`src/fcull_pkg.sv`:
```
// Shared types and constants for the frustum cull test core.
// No dependencies; used by every other file of the block but the macro header.
`timescale 1ns / 1ps

package fcull_pkg;

    localparam int PLANE_COUNT_DEF = 6;
    localparam int REG_COUNT       = 6;
    localparam int COORD_W         = 16;
    localparam int RADIUS_W        = 15;
    localparam int PROD_W          = 32;
    localparam int DIST_W          = 34;
    localparam int FRAC_SHIFT      = 14;
    localparam int CACHE_W         = 4;
    localparam int ADDR_W          = 6;
    localparam int DATA_W          = 64;
    localparam int IDX_W           = 3;

    localparam logic [1:0] KIND_SPHERE = 2'd1;
    localparam logic [1:0] KIND_BOX    = 2'd2;

    localparam logic [CACHE_W-1:0] CACHE_NONE = 4'b1111;

    typedef enum logic [1:0] {
        VERDICT_IN    = 2'd0,
        VERDICT_ISECT = 2'd1,
        VERDICT_OUT   = 2'd2
    } verdict_t;

    typedef logic signed [COORD_W-1:0] coord_t;

    typedef struct packed {
        logic [1:0]          kind;
        coord_t [2:0]        lo;
        coord_t [2:0]        hi;
        logic [RADIUS_W-1:0] radius;
    } prim_t;

endpackage

```
`src/fcull_lane.sv`:
```
// One plane lane of the frustum cull test: registered normal products for the
// positive and negative vertex, then distance and per-plane classification.
// Depends on fcull_pkg.
`timescale 1ns / 1ps

module fcull_lane
(
    input  logic                            clk,
    input  logic                            en,
    input  fcull_pkg::prim_t                prim,
    input  logic [fcull_pkg::DATA_W-1:0]    plane,
    input  logic [1:0]                      kind_s2,
    input  logic [fcull_pkg::RADIUS_W-1:0]  radius_s2,
    output fcull_pkg::verdict_t             verdict
);

    logic signed [fcull_pkg::COORD_W-1:0] nrm [3];
    logic signed [fcull_pkg::COORD_W-1:0] pv_sel [3];
    logic signed [fcull_pkg::COORD_W-1:0] nv_sel [3];
    logic signed [fcull_pkg::PROD_W-1:0]  pv_prod_next [3];
    logic signed [fcull_pkg::PROD_W-1:0]  nv_prod_next [3];
    logic signed [fcull_pkg::PROD_W-1:0]  pv_prod_reg [3];
    logic signed [fcull_pkg::PROD_W-1:0]  nv_prod_reg [3];
    logic signed [fcull_pkg::COORD_W-1:0] d_coef;
    logic signed [fcull_pkg::DIST_W-1:0]  d_term;
    logic signed [fcull_pkg::DIST_W-1:0]  rad_term;
    logic signed [fcull_pkg::DIST_W-1:0]  dist_pv;
    logic signed [fcull_pkg::DIST_W-1:0]  dist_nv;
    logic signed [fcull_pkg::DIST_W-1:0]  dist_abs;
    logic                                 is_box;

    assign is_box = (prim.kind == fcull_pkg::KIND_BOX);

    // For points and spheres the positive-vertex path carries the position itself.
    always_comb
    begin
        for (int a = 0; a < 3; a++)
        begin
            nrm[a]    = $signed(plane[a*fcull_pkg::COORD_W +: fcull_pkg::COORD_W]);
            pv_sel[a] = (is_box && !nrm[a][fcull_pkg::COORD_W-1]) ?
                        $signed(prim.hi[a]) : $signed(prim.lo[a]);
            nv_sel[a] = nrm[a][fcull_pkg::COORD_W-1] ?
                        $signed(prim.hi[a]) : $signed(prim.lo[a]);
            pv_prod_next[a] = fcull_pkg::PROD_W'(nrm[a]) * fcull_pkg::PROD_W'(pv_sel[a]);
            nv_prod_next[a] = fcull_pkg::PROD_W'(nrm[a]) * fcull_pkg::PROD_W'(nv_sel[a]);
        end
    end

    always_ff @(posedge clk)
    begin
        if (en)
        begin
            for (int a = 0; a < 3; a++)
            begin
                pv_prod_reg[a] <= pv_prod_next[a];
                nv_prod_reg[a] <= nv_prod_next[a];
            end
        end
    end

    // The user is to change plane registers only while idle; the block does not enforce it. d is read live.
    assign d_coef   = $signed(plane[3*fcull_pkg::COORD_W +: fcull_pkg::COORD_W]);
    assign d_term   = fcull_pkg::DIST_W'(d_coef) <<< fcull_pkg::FRAC_SHIFT;
    assign rad_term = $signed({{(fcull_pkg::DIST_W - fcull_pkg::RADIUS_W
                                 - fcull_pkg::FRAC_SHIFT){1'b0}},
                               radius_s2, {fcull_pkg::FRAC_SHIFT{1'b0}}});

    assign dist_pv = fcull_pkg::DIST_W'(pv_prod_reg[0]) + fcull_pkg::DIST_W'(pv_prod_reg[1])
                   + fcull_pkg::DIST_W'(pv_prod_reg[2]) + d_term;
    assign dist_nv = fcull_pkg::DIST_W'(nv_prod_reg[0]) + fcull_pkg::DIST_W'(nv_prod_reg[1])
                   + fcull_pkg::DIST_W'(nv_prod_reg[2]) + d_term;
    assign dist_abs = dist_pv[fcull_pkg::DIST_W-1] ? -dist_pv : dist_pv;

    always_comb
    begin
        unique case (kind_s2)
            fcull_pkg::KIND_SPHERE:
            begin
                if (dist_pv < -rad_term)
                    verdict = fcull_pkg::VERDICT_OUT;
                else if (dist_abs < rad_term)
                    verdict = fcull_pkg::VERDICT_ISECT;
                else
                    verdict = fcull_pkg::VERDICT_IN;
            end
            fcull_pkg::KIND_BOX:
            begin
                if (dist_pv < 0)
                    verdict = fcull_pkg::VERDICT_OUT;
                else if (dist_nv < 0)
                    verdict = fcull_pkg::VERDICT_ISECT;
                else
                    verdict = fcull_pkg::VERDICT_IN;
            end
            // Points, and the unused kind code, which behaves as a point.
            default:
            begin
                if (dist_pv < 0)
                    verdict = fcull_pkg::VERDICT_OUT;
                else if (dist_pv == 0)
                    verdict = fcull_pkg::VERDICT_ISECT;
                else
                    verdict = fcull_pkg::VERDICT_IN;
            end
        endcase
    end

endmodule

```
`config.mk`:
```
export PLATFORM = sky130hd
export DESIGN_NAME = fcull_lane
export DESIGN_NICKNAME = d
export VERILOG_FILES = /design/src/fcull_pkg.sv /design/src/fcull_lane.sv
export SDC_FILE = /design/constraint.sdc
export NUM_CORES = 2
export LEC_CHECK = 0
export BUFFER_PORTS_ARGS = -buffer_cell sky130_fd_sc_hd__buf_2
export CAP_MARGIN = 20
export CORE_ASPECT_RATIO = 0.75
export CORE_MARGIN = 2
export CORE_UTILIZATION = 35
export CTS_BUF_LIST = sky130_fd_sc_hd__clkbuf_8
export DETAILED_ROUTE_END_ITERATION = 16
export SYNTH_ARGS = -nofsm -noshare
export SYNTH_HDL_FRONTEND = slang
export SYNTH_SLANG_ARGS = --single-unit
```
`constraint.sdc`:
```
create_clock -name clk -period 28.1 [get_ports clk]
set_clock_uncertainty 0.2 [all_clocks]
set_input_delay 5.62 -clock clk [delete_from_list [all_inputs] [get_ports clk]]
set_output_delay 5.62 -clock clk [all_outputs]
set_load 0.05 [all_outputs]
```
==> reports/results.tsv <==
metric	value	unit
status	complete, no violations	
synth_seq_cells	192	
wl_per_cell	18.3	um
drt_iter0_markers	3353	
rsz0062_at_grt	false	
gp_congestion	0.898	
setup_viol	0	
yosysUniqueCellTypes	82	
hold-worst-slack	5450	ps
hold_start	en	
grt_pass1_vias	53600	
chipHeight	396	um
met3_length	12.1	mm
worstSetupStartpointType	input pin	
root_buffer	clkbuf_8	
synth_top_cell_by_area	fa_1	
cp_data_arrival_time	12270	ps
vias_per_cell	4.89	
start_util	35.3	%
wirelength	188	mm
tightest_slew	1140	ps
coreArea	203000	um2
hold_end	pv_prod_reg[0][76]$_DFFE_PP_	
post-cts-setup-buffers	0	
setup_tns	0	ps
syn_area	71800	um2
synth-async-reset-ratio	0	%
synth-seq-area-share	8.03	%
post-route-period-util	64.4	%
required	22280	ps
synthCells	7543	
whs_path_depth	1	
drt-met1-wl	88.5	mm
pin_count	198	
yosys.area.top_type_share	46.8	%
drive_gt1_share	6.00	%
syn2layout_area_growth	6.15	%
hold_buffers	0	
firstDrtPassIters	7	
hold_class	input pin to flop	
route.met2.wl	83.5	mm
crit_fanout	17	
dieArea	209000	um2
relSlewSlack	23.9	%
ys_top_cells_by_area	fa_1 47%, ha_1 11%, inv_1 9.7%	
via_count	50248	
cts_tree	done	
hpwlAfterDp	156	mm
final_util	37.5	%
max-cap-violations	0	
end_kind	output port	
cts_resized	0	
antenna_found_initial	26	
drc_errors	0	
drv_slew	0	
synth_edf_count	192	
min_period	18090	ps
cts.clk_slew.worst_paths	110	ps
max_freq	0.0553	GHz
grt_pass1_wl	304	mm
grt_max_degree	84	
nNetsFinal	10044	
numCtsBuffers	17	
grtUsageTotal	18.5	%
clock_sinks	192	
yosysWarnings	0	
port_buffers	182	
htreeDepth	4	
layout_common_cells	1863 x inv_1, 1677 x fa_1, 910 x nand2_1	
grt_overflow	0	
final_common_cell	inv_1	
drtAntennaViolNets	0	
finalHoldViolCount	0	
die_w	527	um
avgSynthCellArea	9.52	um2
cts_buffer_depth	2	
syn-num-nets	10028	
rows	143	
highest_layer	met5	
synth_flop_cell	edfxtp_1	
path_class	input pin to output port	
[how the worst max path moves through the flow]
stage	from	endpoint	slack (ps)	depth (start not counted)
after floorplan	plane[48]	verdict[0]	11000	29
after global placement	plane[48]	verdict[0]	10060	27
after detailed placement	plane[50]	verdict[0]	10050	25
after CTS	plane[50]	verdict[0]	10020	25
after global routing	plane[48]	verdict[0]	9570	29
final	plane[50]	verdict[0]	10010	25
[synthesized netlist by cell type, drive strengths merged (100+ instances only)]
master  number
clkbuf     261
nand2      910
or2        100
nor2b      358
o21ai      113
inv       1863
a21o       117
edfxtp     192
nor2       116
xnor2      209
a21oi      173
fa        1677
ha         612
and2       260
[logic make-up after synthesis]
| group | Yosys count | synth area share [%] |
|---|---|---|
| buffers and inverters | 2135 | 11.2 |
| AO/OA/AOI/OAI | 630 | 5.79 |
| multiplexers | 45 | 0.676 |
| flip-flops | 192 | 8.03 |
| adder cells (fa/ha/maj) | 2289 | 57.4 |
| XOR/XNOR | 260 | 3.17 |
| AND/OR/NAND/NOR | 1992 | 13.7 |
[per-layer routing]
| layer | up-vias | track usage (%) |
|---|---|---|
| li1 | 22578 | - |
| met1 | 26031 | 27.8 |
| met2 | 1479 | 28.5 |
| met3 | 156 | 2.80 |
| met4 | 4 | 3.22 |
| met5 | - | 0 |
[area by class of cell]
cell class	count	area (um2)
fill	20262	127000
multi-input combinational	5216	58000
sequential	192	5770
timing repair buffer	269	1590
clock buffer	17	234
inverter	1863	6990
antenna	12	30.0
tap	2682	3360
clock inverter	15	208
[stage by stage]
stage / setup slack, ps / std cells / area (um2)
2_1_floorplan: 11000 / 7543 / 71800
3_5_place_dp: 10050 / 10219 / 75700
4_1_cts: 10020 / 10251 / 76100
5_1_grt: 9570 / 10263 / 76200
3_3_place_gp: 10060 / 10219 / 75700
6_report: 10010 / 10266 / 76200
[worst max-delay path: stages]
cell and delay [ps]:
buf_2 290, inv_1 110, fa_1 540, inv_1 50
fa_1 430, ha_1 400, a21o_1 240, o21bai_1 200
a211oi_1 280, nor3_1 140, o21a_1 240, or2_2 300
a311o_1 490, inv_1 470, o21ai_0 210, xnor2_1 170
ha_1 290, a21o_1 160, a21o_1 170, a21oi_1 210
o2111ai_1 170, o31ai_1 350, o2111ai_1 190, o311ai_1 170
buf_2 360
Power is left out: the tool's default activity adds up to more than one toggle a clock period on the data nets, which glitch-free logic cannot reach.
